### config.mk
export PLATFORM = sky130hd
export DESIGN_NAME = lssc_merge
export DESIGN_NICKNAME = d
export VERILOG_FILES = /design/src/sv/lssc_merge.sv
export SDC_FILE = /design/constraint.sdc
export NUM_CORES = 1
export LEC_CHECK = 0
export BUFFER_PORTS_ARGS = -buffer_cell sky130_fd_sc_hd__buf_4
export CAP_MARGIN = 15
export CORE_MARGIN = 2
export CORE_UTILIZATION = 47
export CTS_CLUSTER_SIZE = 14
export DETAILED_ROUTE_END_ITERATION = 10
export PLACE_DENSITY = 0.78
export REMOVE_ABC_BUFFERS = 1
export SYNTH_ARGS = -nofsm -noshare
export SYNTH_HDL_FRONTEND = slang
export SYNTH_SLANG_ARGS = --single-unit
### constraint.sdc
create_clock -name i_clk -period 4.1 [get_ports i_clk]
set_input_delay 0.205 -clock i_clk [delete_from_list [all_inputs] [get_ports i_clk]]
set_output_delay 0.205 -clock i_clk [all_outputs]
set_load 0.005 [all_outputs]
### src/sv/lssc_merge.sv
// Merging stage: sums the lane results, rescales to Q16.16, clamps and saturates.
`default_nettype none

module lssc_merge #(
    parameter int STATE_BITS = 16,
    parameter int FRAC_BITS = 12
) (
    input  wire logic                          i_clk,
    input  wire logic signed [2*STATE_BITS+31:0] i_prod [4],
    output logic [31:0]                        o_potential
);

    localparam int LW = 2 * STATE_BITS + 32;
    localparam int AW = LW + 2;
    localparam int SHIFT = 2 * FRAC_BITS + 8;

    logic signed [AW-1:0] r_acc;
    logic signed [AW-1:0] w_scaled;
    logic [31:0]          r_pot;

    always_ff @(posedge i_clk) begin
        r_acc <= AW'(i_prod[0]) + AW'(i_prod[1]) + AW'(i_prod[2]) + AW'(i_prod[3]);
    end

    assign w_scaled = r_acc >>> SHIFT;

    // A negative sum reads as zero; anything above 32 bits saturates.
    always_ff @(posedge i_clk) begin
        if (r_acc[AW-1]) begin
            r_pot <= 32'd0;
        end else if (|w_scaled[AW-1:32]) begin
            r_pot <= 32'hFFFF_FFFF;
        end else begin
            r_pot <= w_scaled[31:0];
        end
    end

    assign o_potential = r_pot;

endmodule

`default_nettype wire

==> summary.txt <==
Outcome
  • Status: complete, no violations

Pwr
  • PD cells: roughly 460 mW/mm2
  • Worst vdd ir: 239 uV
  • P_leak: about 6.4 nW

STA
  • Final setup viols: 0
  • Period utilization: approximately 90%
  • Final setup TNS: 0 ns
  • Relative slew slack: 25.3%
  • Final Max Tran Viols: 0
  • Fin crit period: 3.68 ns
  • Slew @ Worst Pin: roughly 1.1 ns
  • Max Freq: 0.272 GHz
  • Clock skew after layout: ~0.0033 ns
  • Fin. Hold Viols: 0
  • RSZ-0062 raised after global routing: false

Synth
  • Ys async rst share: 0%
  • Synth Instances: approximately 1100
  • Most common cell in the netlist: inv_1
  • Post-synth EDFFs: 0
  • Dominant cells by area after synthesis: fa_1 (30%), dfxtp_1 (15%), inv_1 (15%)
  • Commonest cells in the netlist: inv_1 (346), fa_1 (128), nor2_1 (92)
  • Most frequently used flop master after synthesis: dfxtp_1
  • Synthesized area: 0.00864 mm2
  • Yosys reg bits: 66
  • Synth area leader: fa_1
  • Top cell type's share of synthesized area: 29.7%
  • Synth warn: 0
  • Post-synth cell types: approximately 60
  • Part of the Yosys area used for sequential elements: 15.3%
  • Mean post-synth cell area: 8.13 um2

Worst setup path
  • Crit-path cells: buf_4 > inv_1 > fa_1 > inv_1 > fa_1 > ha_1 > a211oi_1 > nor2_1 > o311ai_1 > a41oi_1 > a211oi_1 > o21ai_1 > a31oi_2 > or4b_1 > o211ai_1
  • Worst Setup Start Kind: primary input
  • FF-to-FF Start: r_acc[64]
  • Reg2Reg Setup Slack: 2.69 ns
  • Critical path's slowest cell: fa_1
  • Crit path capture type: flop
  • WP data required: 4.34 ns
  • Reg2reg end: o_potential[29]
  • CP arrival: 3.91 ns
  • Largest stage delay on the critical path: 0.53 ns
  • Critical path type: in -> reg
  • CP max FO: 3
  • R2R depth: 2

Worst hold path
  • Worst hold start: r_acc[53]
  • Number of cells on the worst hold path: 2
  • Worst Hold End: o_potential[21]
  • Worst hold-check path type: reg -> reg

Placed design
  • DP HPWL: approximately 19000 um
  • GPL Wtd Cong: 0.873
  • IO buf count: 288

Clock network
  • Root Driver: clkbuf_16
  • TritonCTS Buffers: 9
  • Clock Pin Slew Worst Setup and Hold Paths: 0.05 ns
  • Clock Latency Late Sink: 0.32 ns
  • Cts hold-fix bufs: 0
  • Post-CTS Setup Bufs: 0
  • CTS tree: yes
  • Worst-case clock buffer depth: 2
  • H-tree Lvls: 3
  • # resized after CTS: 0
  • Clk sinks: 66

Floorplan
  • I/O pin cnt: 289
  • Die Wd: 140 um
  • Chip height: about 140 um
  • Die area: 0.0195 mm2
  • Core area: 0.0180 mm2
  • # rows: approximately 50
  • Starting Density: a little under half

Global routing
  • Overall routing resource usage: 22.0%
  • Largest net degree at the start of global routing: 33
  • First-pass GRT wire length: ~36000 um
  • Antenna violations before repair: 0
  • Gr ovfl total: 0
  • Vias in the first global route: roughly 7900

Drt
  • DR vias: between 7000 and 8000
  • Antenna Nets Post-Route: 0
  • Routed WL: around 21000 um
  • Via-per-instance ratio: 4.87
  • Initial DRT Pass Iterations: 5
  • DRC Markers: 0
  • First DRT Iteration DRCs: 377
  • Drt wl/cell: between 10 and 15 um

Cells and area
  • Final net count: 1796
  • Post-layout util: 62.8%
  • Fillers: roughly 1600
  • Ant diodes: 0
  • Share of cells above drive strength 1: a little under a quarter
  • Area delta synth->final: 31.0%

Run
  • Total of max-cap violations: 0
-- worst max-delay path by stage --
stage / from / to / slack (ns)
4_1_cts: i_prod[5] / r_acc[38] / 0.47
6_report: i_prod[5] / r_acc[38] / 0.42
2_1_floorplan: i_prod[19] / r_acc[60] / 0.63
3_3_place_gp: i_prod[5] / r_acc[38] / 0.23
5_1_grt: i_prod[5] / r_acc[38] / 0.29
3_5_place_dp: i_prod[5] / r_acc[38] / 0.16
-- through the flow --
stage	hold WS [ns]	std cells	power, mW	area (um2)	setup slack, ns
floorplan	0.411	1042	3.37	8560	0.629
global placement	0.414	1566	4.48	11100	0.235
detailed placement	0.422	1566	4.55	11100	0.164
CTS	0.434	1579	5.25	11300	0.467
global route	0.449	1579	5.72	11300	0.288
finish	0.430	1579	5.23	11300	0.422
-- area by class of cell --
class,instances,area (um2),area share (%)
inverters,346,1300,11.5
clock buffers,13,260,2.30
flip-flops and latches,66,1320,11.7
well taps,229,287,2.53
repair buffers,295,2210,19.6
multi-input cells,630,5940,52.5
-- cell usage in the layout (no fill, tap or decap), types with 38 or more instances in the layout --
cell type	netlist	final
nor2_1	92	92
a21o_1	38	38
nand2_1	43	43
dfxtp_1	66	66
ha_1	63	63
fa_1	128	128
buf_4	0	295
a21oi_1	59	59
inv_1	346	346
-- sequential cells by signal (all words and copies together) (netlist names) --
name and cells:
o_potential 32, r_acc 34
-- critical path: cells and delay by family --
family                   cells  cell delay [ns]
AO/OA/AOI/OAI                7             1.68
adder cells (fa/ha/maj)      3             1.30
AND/OR/NAND/NOR              2             0.54
buffers and inverters        3             0.18
-- power by group --
part	switching [mW]	internal, mW	total [mW]
clock network	0.241	0.431	0.672
registers	0.185	1.01	1.20
logic	1.84	1.52	3.36
-- logic make-up after synthesis --
kind of cell / share of synthesized area [%]
xor+xnor: 3.24
fa+ha+maj: 38.8
compound gates: 15.7
buf+inv: 16.0
simple gates: 11.0
flops: 15.3
-- routing by layer --
layer / GRT usage, % / vias to the layer above / share of wire, %
li1: - / 3829 / -
met1: 28.5 / 3564 / 43
met2: 39.5 / 272 / 50
met3: 2.41 / 29 / 5.9
met4: 5.58 / 0 / 1.9
met5: 0 / - / 0
Note: power is estimated with default switching activity, not from simulation.
