--- config.mk ---
export PLATFORM = sky130hd
export DESIGN_NAME = lssc_lane
export DESIGN_NICKNAME = d
export VERILOG_FILES = /design/src/sv/lssc_pkg.sv /design/src/sv/lssc_lane.sv
export SDC_FILE = /design/constraint.sdc
export NUM_CORES = 2
export LEC_CHECK = 0
export BUFFER_PORTS_ARGS = -buffer_cell sky130_fd_sc_hd__buf_2
export CAP_MARGIN = 25
export CORE_ASPECT_RATIO = 0.9
export CORE_MARGIN = 2
export CORE_UTILIZATION = 50
export DETAILED_ROUTE_END_ITERATION = 10
export GPL_TIMING_DRIVEN = 0
export HOLD_SLACK_MARGIN = 0.06
export PLACE_DENSITY_LB_ADDON = 0.2
export SLEW_MARGIN = 20
export SYNTH_ARGS = -nofsm -noshare
export SYNTH_HDL_FRONTEND = slang
export SYNTH_SLANG_ARGS = --single-unit
--- constraint.sdc ---
create_clock -name i_clk -period 6.2 [get_ports i_clk]
set_input_delay 0.93 -clock i_clk [delete_from_list [all_inputs] [get_ports i_clk]]
set_output_delay 0.93 -clock i_clk [all_outputs]
set_load 0.05 [all_outputs]
--- src/sv/lssc_pkg.sv ---
// Package of shared types and constants for the Lyapunov safety stop check unit.
`default_nettype none

package lssc_pkg;

    // Entries of the symmetric weight matrix, signed with 24 fraction bits.
    localparam int COEF_W = 30;
    typedef logic signed [COEF_W-1:0] t_coef;

    localparam t_coef P_MAT [0:3][0:3] = '{
        '{ 30'sd427208918, -30'sd1922642,   30'sd71959733, -30'sd339140  },
        '{ -30'sd1922642,   30'sd49211284, -30'sd1846689,   30'sd4410946 },
        '{ 30'sd71959733,  -30'sd1846689,   30'sd96694841, -30'sd37221   },
        '{ -30'sd339140,    30'sd4410946,  -30'sd37221,     30'sd3397782 }
    };

    // Pipeline depth from acceptance to a registered potential: four lane stages
    // followed by two merge stages.
    localparam int LANE_LAT = 4;
    localparam int MERGE_LAT = 2;
    localparam int PIPE_LAT = LANE_LAT + MERGE_LAT;

    // Stop reason codes.
    typedef logic [1:0] t_reason;
    localparam t_reason REASON_CONTINUE = 2'd0;
    localparam t_reason REASON_SAFE     = 2'd1;
    localparam t_reason REASON_TIMEOUT  = 2'd2;
    localparam t_reason REASON_VIOLATE  = 2'd3;

    // Configuration register indexes.
    localparam int CFG_IDX_W = 3;
    typedef logic [CFG_IDX_W-1:0] t_cfg_idx;
    localparam t_cfg_idx CFG_SAFETY_EN   = 3'd0;
    localparam t_cfg_idx CFG_POT_LIMIT   = 3'd1;
    localparam t_cfg_idx CFG_TIME_LIMIT  = 3'd2;
    localparam t_cfg_idx CFG_ELEV_FLOOR  = 3'd3;
    localparam t_cfg_idx CFG_MARGIN      = 3'd4;
    localparam t_cfg_idx CFG_PITCH_COUPL = 3'd5;

    // Decision inputs that travel beside the arithmetic pipeline.
    typedef struct packed {
        logic [15:0] sim_time;
        logic        time_hit;
        logic        violation;
    } t_side;

endpackage

`default_nettype wire

--- src/sv/lssc_lane.sv ---
// One lane: row product of the weight matrix and the state, then weighted by its own state element.
`default_nettype none

module lssc_lane #(
    parameter int STATE_BITS = 16,
    parameter int LANE = 0
) (
    input  wire logic                             i_clk,
    input  wire logic signed [STATE_BITS-1:0]     i_x [4],
    output logic signed [2*STATE_BITS+31:0]       o_prod
);

    localparam int SB = STATE_BITS;
    localparam int PW = SB + lssc_pkg::COEF_W;   // one coefficient product
    localparam int YW = SB + 32;                  // row sum
    localparam int LW = 2 * SB + 32;              // lane result

    logic signed [PW-1:0]   r_pa [4];
    logic signed [SB-1:0]   r_xa;
    logic signed [YW-1:0]   r_y;
    logic signed [SB-1:0]   r_xb;
    logic signed [SB+32:0]  r_lo;
    logic signed [2*SB-1:0] r_hi;
    logic signed [LW-1:0]   r_prod;

    // Stage one: the four coefficient products of this row.
    always_ff @(posedge i_clk) begin
        for (int j = 0; j < 4; j++) begin
            r_pa[j] <= PW'(lssc_pkg::P_MAT[LANE][j]) * PW'(i_x[j]);
        end
        r_xa <= i_x[LANE];
    end

    // Stage two: the row sum.
    always_ff @(posedge i_clk) begin
        r_y  <= YW'(r_pa[0]) + YW'(r_pa[1]) + YW'(r_pa[2]) + YW'(r_pa[3]);
        r_xb <= r_xa;
    end

    // Stage three: the row sum is split into a low unsigned word and a signed
    // upper part so that each multiplier stays narrow.
    always_ff @(posedge i_clk) begin
        r_lo <= (SB+33)'(r_xb) * (SB+33)'($signed({1'b0, r_y[31:0]}));
        r_hi <= (2*SB)'(r_xb) * (2*SB)'($signed(r_y[YW-1:32]));
    end

    // Stage four: recombine the partial products.
    always_ff @(posedge i_clk) begin
        r_prod <= $signed({r_hi, 32'b0}) + LW'(r_lo);
    end

    assign o_prod = r_prod;

endmodule

`default_nettype wire

==> results.json <==
{
  "core_um2": 135000,
  "outcome": "finished with violations",
  "cp-start-kind": "flop",
  "setup_tns_ns": -5.27,
  "ys.flop_type": "dfxtp_1",
  "cts_buffers": 43,
  "gr-usage-all-layers_pct": 27.6,
  "rsz0062_at_grt": "yes",
  "drive_above_1_share_pct": 12.4,
  "die-area_um2": 139000,
  "synth_edf_count": 0,
  "dr.pass1.iters": 6,
  "grt-ovfl-total": 0,
  "fin_skew_ns": 0.0479,
  "path_max_fanout": 8,
  "drv_cap": 0,
  "critPathKind": "reg2reg",
  "initial_core_util_pct": 50.3,
  "grt_max_degree": 17,
  "finalHoldViolations": 0,
  "path_clk_slew_ns": 0.06,
  "clock-sinks": 384,
  "place_congestion": 0.945,
  "drc": 0,
  "die_h_um": 354,
  "vias": 48900,
  "finish.utilization_pct": 57.4,
  "grt_pass1_vias": 51600,
  "cts_tree": "built",
  "yosys-top-cells-area": "fa_1 39%, ha_1 17%, dfxtp_1 11%",
  "syn_avg_cell_area_um2": 9.67,
  "hold_buffers": 0,
  "ys.warnings.count": 0,
  "routed_wl_um": 188000,
  "synth_area_um2": 67900,
  "max_freq_mhz": 149,
  "worstPathArrival_ns": 7.12,
  "slew-limit-headroom_pct": 36.1,
  "rows": 128,
  "via_per_inst": 5.30,
  "h-tree-depth": 2,
  "fin_crit_ns": 6.72,
  "drtAntennaViolNets": 0,
  "syn_to_final_growth_pct": 14.1,
  "worst_pin_slew_ns": 0.953,
  "synth_fp_nets": 9355,
  "netlist.area_leader.share_pct": 39.5,
  "violations": "setup timing",
  "cp-end-kind": "flop",
  "synth_seq_cells": 384,
  "critPathRequiredTime_ns": 6.61,
  "final-setup-viol-count": 21,
  "post-place-ws_ns": -2.40,
  "wire_per_inst_um": 20.4,
  "synthCells": 7020,
  "io_pins": 129,
  "yosysSeqAreaShare_pct": 11.3,
  "root_buffer": "clkbuf_16",
  "die_width_um": 392,
  "grt_pass1_wl_um": 294000,
  "cts_buffer_depth": 3,
  "io_buffers": 128,
  "min_path_type": "reg2reg",
  "dp_hpwl_um": 155000,
  "finalWorstSetupSlack_ns": -0.515,
  "clk_latency_ns": 0.65,
  "finalMaxSlewViolations": 0,
  "finalCritPeriodShare_pct": 108,
  "ys_types": 81,
  "fin_nets": 9710,
  "drt-initial-drc-count": 3148,
  "yosysTopAreaCell": "fa_1",
  "antenna_found_initial": 14,
  "synth_async_sr_flop_share_pct": 0
}
## routing by layer
metal  global-route usage (%)  wire length, um  part of all wire [%]
met1                     36.7            78000                    42
met2                     46.0            90200                    48
met3                     3.64            11800                   6.3
met4                     10.1             8000                   4.3
met5                        0               13                0.0069
## cell usage in the layout, fill, tap and decap left out, types with 24 or more instances in the layout
cell type	instances
a211oi_1	27
a21o_1	131
a21oi_1	216
a31oi_1	31
and2_1	312
buf_2	121
buf_4	163
buf_6	31
clkbuf_1	32
clkbuf_16	84
clkbuf_8	40
dfxtp_1	327
dfxtp_4	42
fa_1	1300
fa_2	39
ha_1	872
ha_2	24
ha_4	35
inv_1	1696
inv_2	39
nand2_1	494
nand2_2	26
nand2b_1	59
nand3_1	60
nand4_1	29
nor2_1	179
nor3_1	42
o21a_1	32
o21ai_0	112
o21bai_1	27
xnor2_1	195
xor2_1	71
## worst max-delay path: stages (launching register included)
cell and delay, ns:
dfxtp_4 0.42, clkbuf_16 0.18, buf_6 0.10, nand2_1 0.06
fa_1 0.51, inv_2 0.05, fa_1 0.51, fa_1 0.56
fa_1 0.52, fa_1 0.49, inv_1 0.05, fa_1 0.49
inv_2 0.05, ha_4 0.28, nand2_4 0.05, or3_4 0.36
a311o_2 0.38, a211o_4 0.39, nand4_1 0.14, a21oi_2 0.09
a21oi_2 0.21, mux2i_1 0.28, o2111ai_2 0.30
## cell families (layout without fill, tap and decap cells)
logic type               count (synthesis)  in the layout  synth area share [%]
other                                    0              7                     0
multiplexers                             9              9                 0.135
adder cells (fa/ha/maj)               2270           2270                  56.7
AO/OA/AOI/OAI                          807            807                  7.78
flip-flops                             384            384                  11.3
buffers and inverters                 1897           2285                  10.5
AND/OR/NAND/NOR                       1370           1370                  9.96
XOR/XNOR                               283            283                  3.65
## final cells by class
cell class,count,area (um^2)
Tap cell,1820,2280
Inverter,1737,6530
Buffer,147,2070
Fill cell,11800,57600
Clock inverter,21,290
Timing Repair Buffer,323,2420
Sequential cell,384,7860
Multi-Input combinational cell,4739,54800
Antenna cell,7,17.5
Clock buffer,57,1200
## synth_stat cells (66+ instances only)
cell / instances
nand3_1: 66
and2_1: 327
o21ai_0: 136
dfxtp_1: 384
a21o_1: 131
inv_1: 1735
nand2_1: 525
fa_1: 1339
ha_1: 931
nor2_1: 185
a21oi_1: 242
clkbuf_1: 155
xnor2_1: 207
xor2_1: 76
## registers in the layout (all words and copies together) (netlist names)
| signal | flops |
|---|---|
| o_prod | 64 |
| r_y | 48 |
| r_hi | 32 |
| r_lo | 49 |
| r_xb | 16 |
| r_pa | 159 |
| r_xa | 16 |
## through the flow
| step | std cells | hold WS, ns | area, um^2 |
|---|---|---|---|
| 2_1_floorplan | 7020 | 0.310 | 67900 |
| 6_report | 9235 | 0.288 | 77500 |
| 5_1_grt | 9228 | 0.306 | 77400 |
| 3_3_place_gp | 8968 | 0.310 | 70800 |
| 3_5_place_dp | 8970 | 0.312 | 70800 |
| 4_1_cts | 9143 | 0.292 | 75800 |
## timing repair
action	4_1_cts	5_1_grt
endpoints found under the setup margin	80	63
pin swaps	102	127
gates cloned	3	2
setup buffers	101	90
gates resized for setup	668	302
## final timing paths
path                            cells past startpoint     from         to  slack [ns]
worst max-delay path                               22   r_y[6]   r_lo[47]       -0.52
worst min-delay path                                0  r_lo[7]  o_prod[7]        0.29
worst max register to register                     22   r_y[6]   r_lo[47]       -0.52
worst min register to register                      0  r_lo[7]  o_prod[7]        0.29
Power is not shown: default switching activity piles up to over one toggle a cycle in this logic, so the estimate is an artifact.
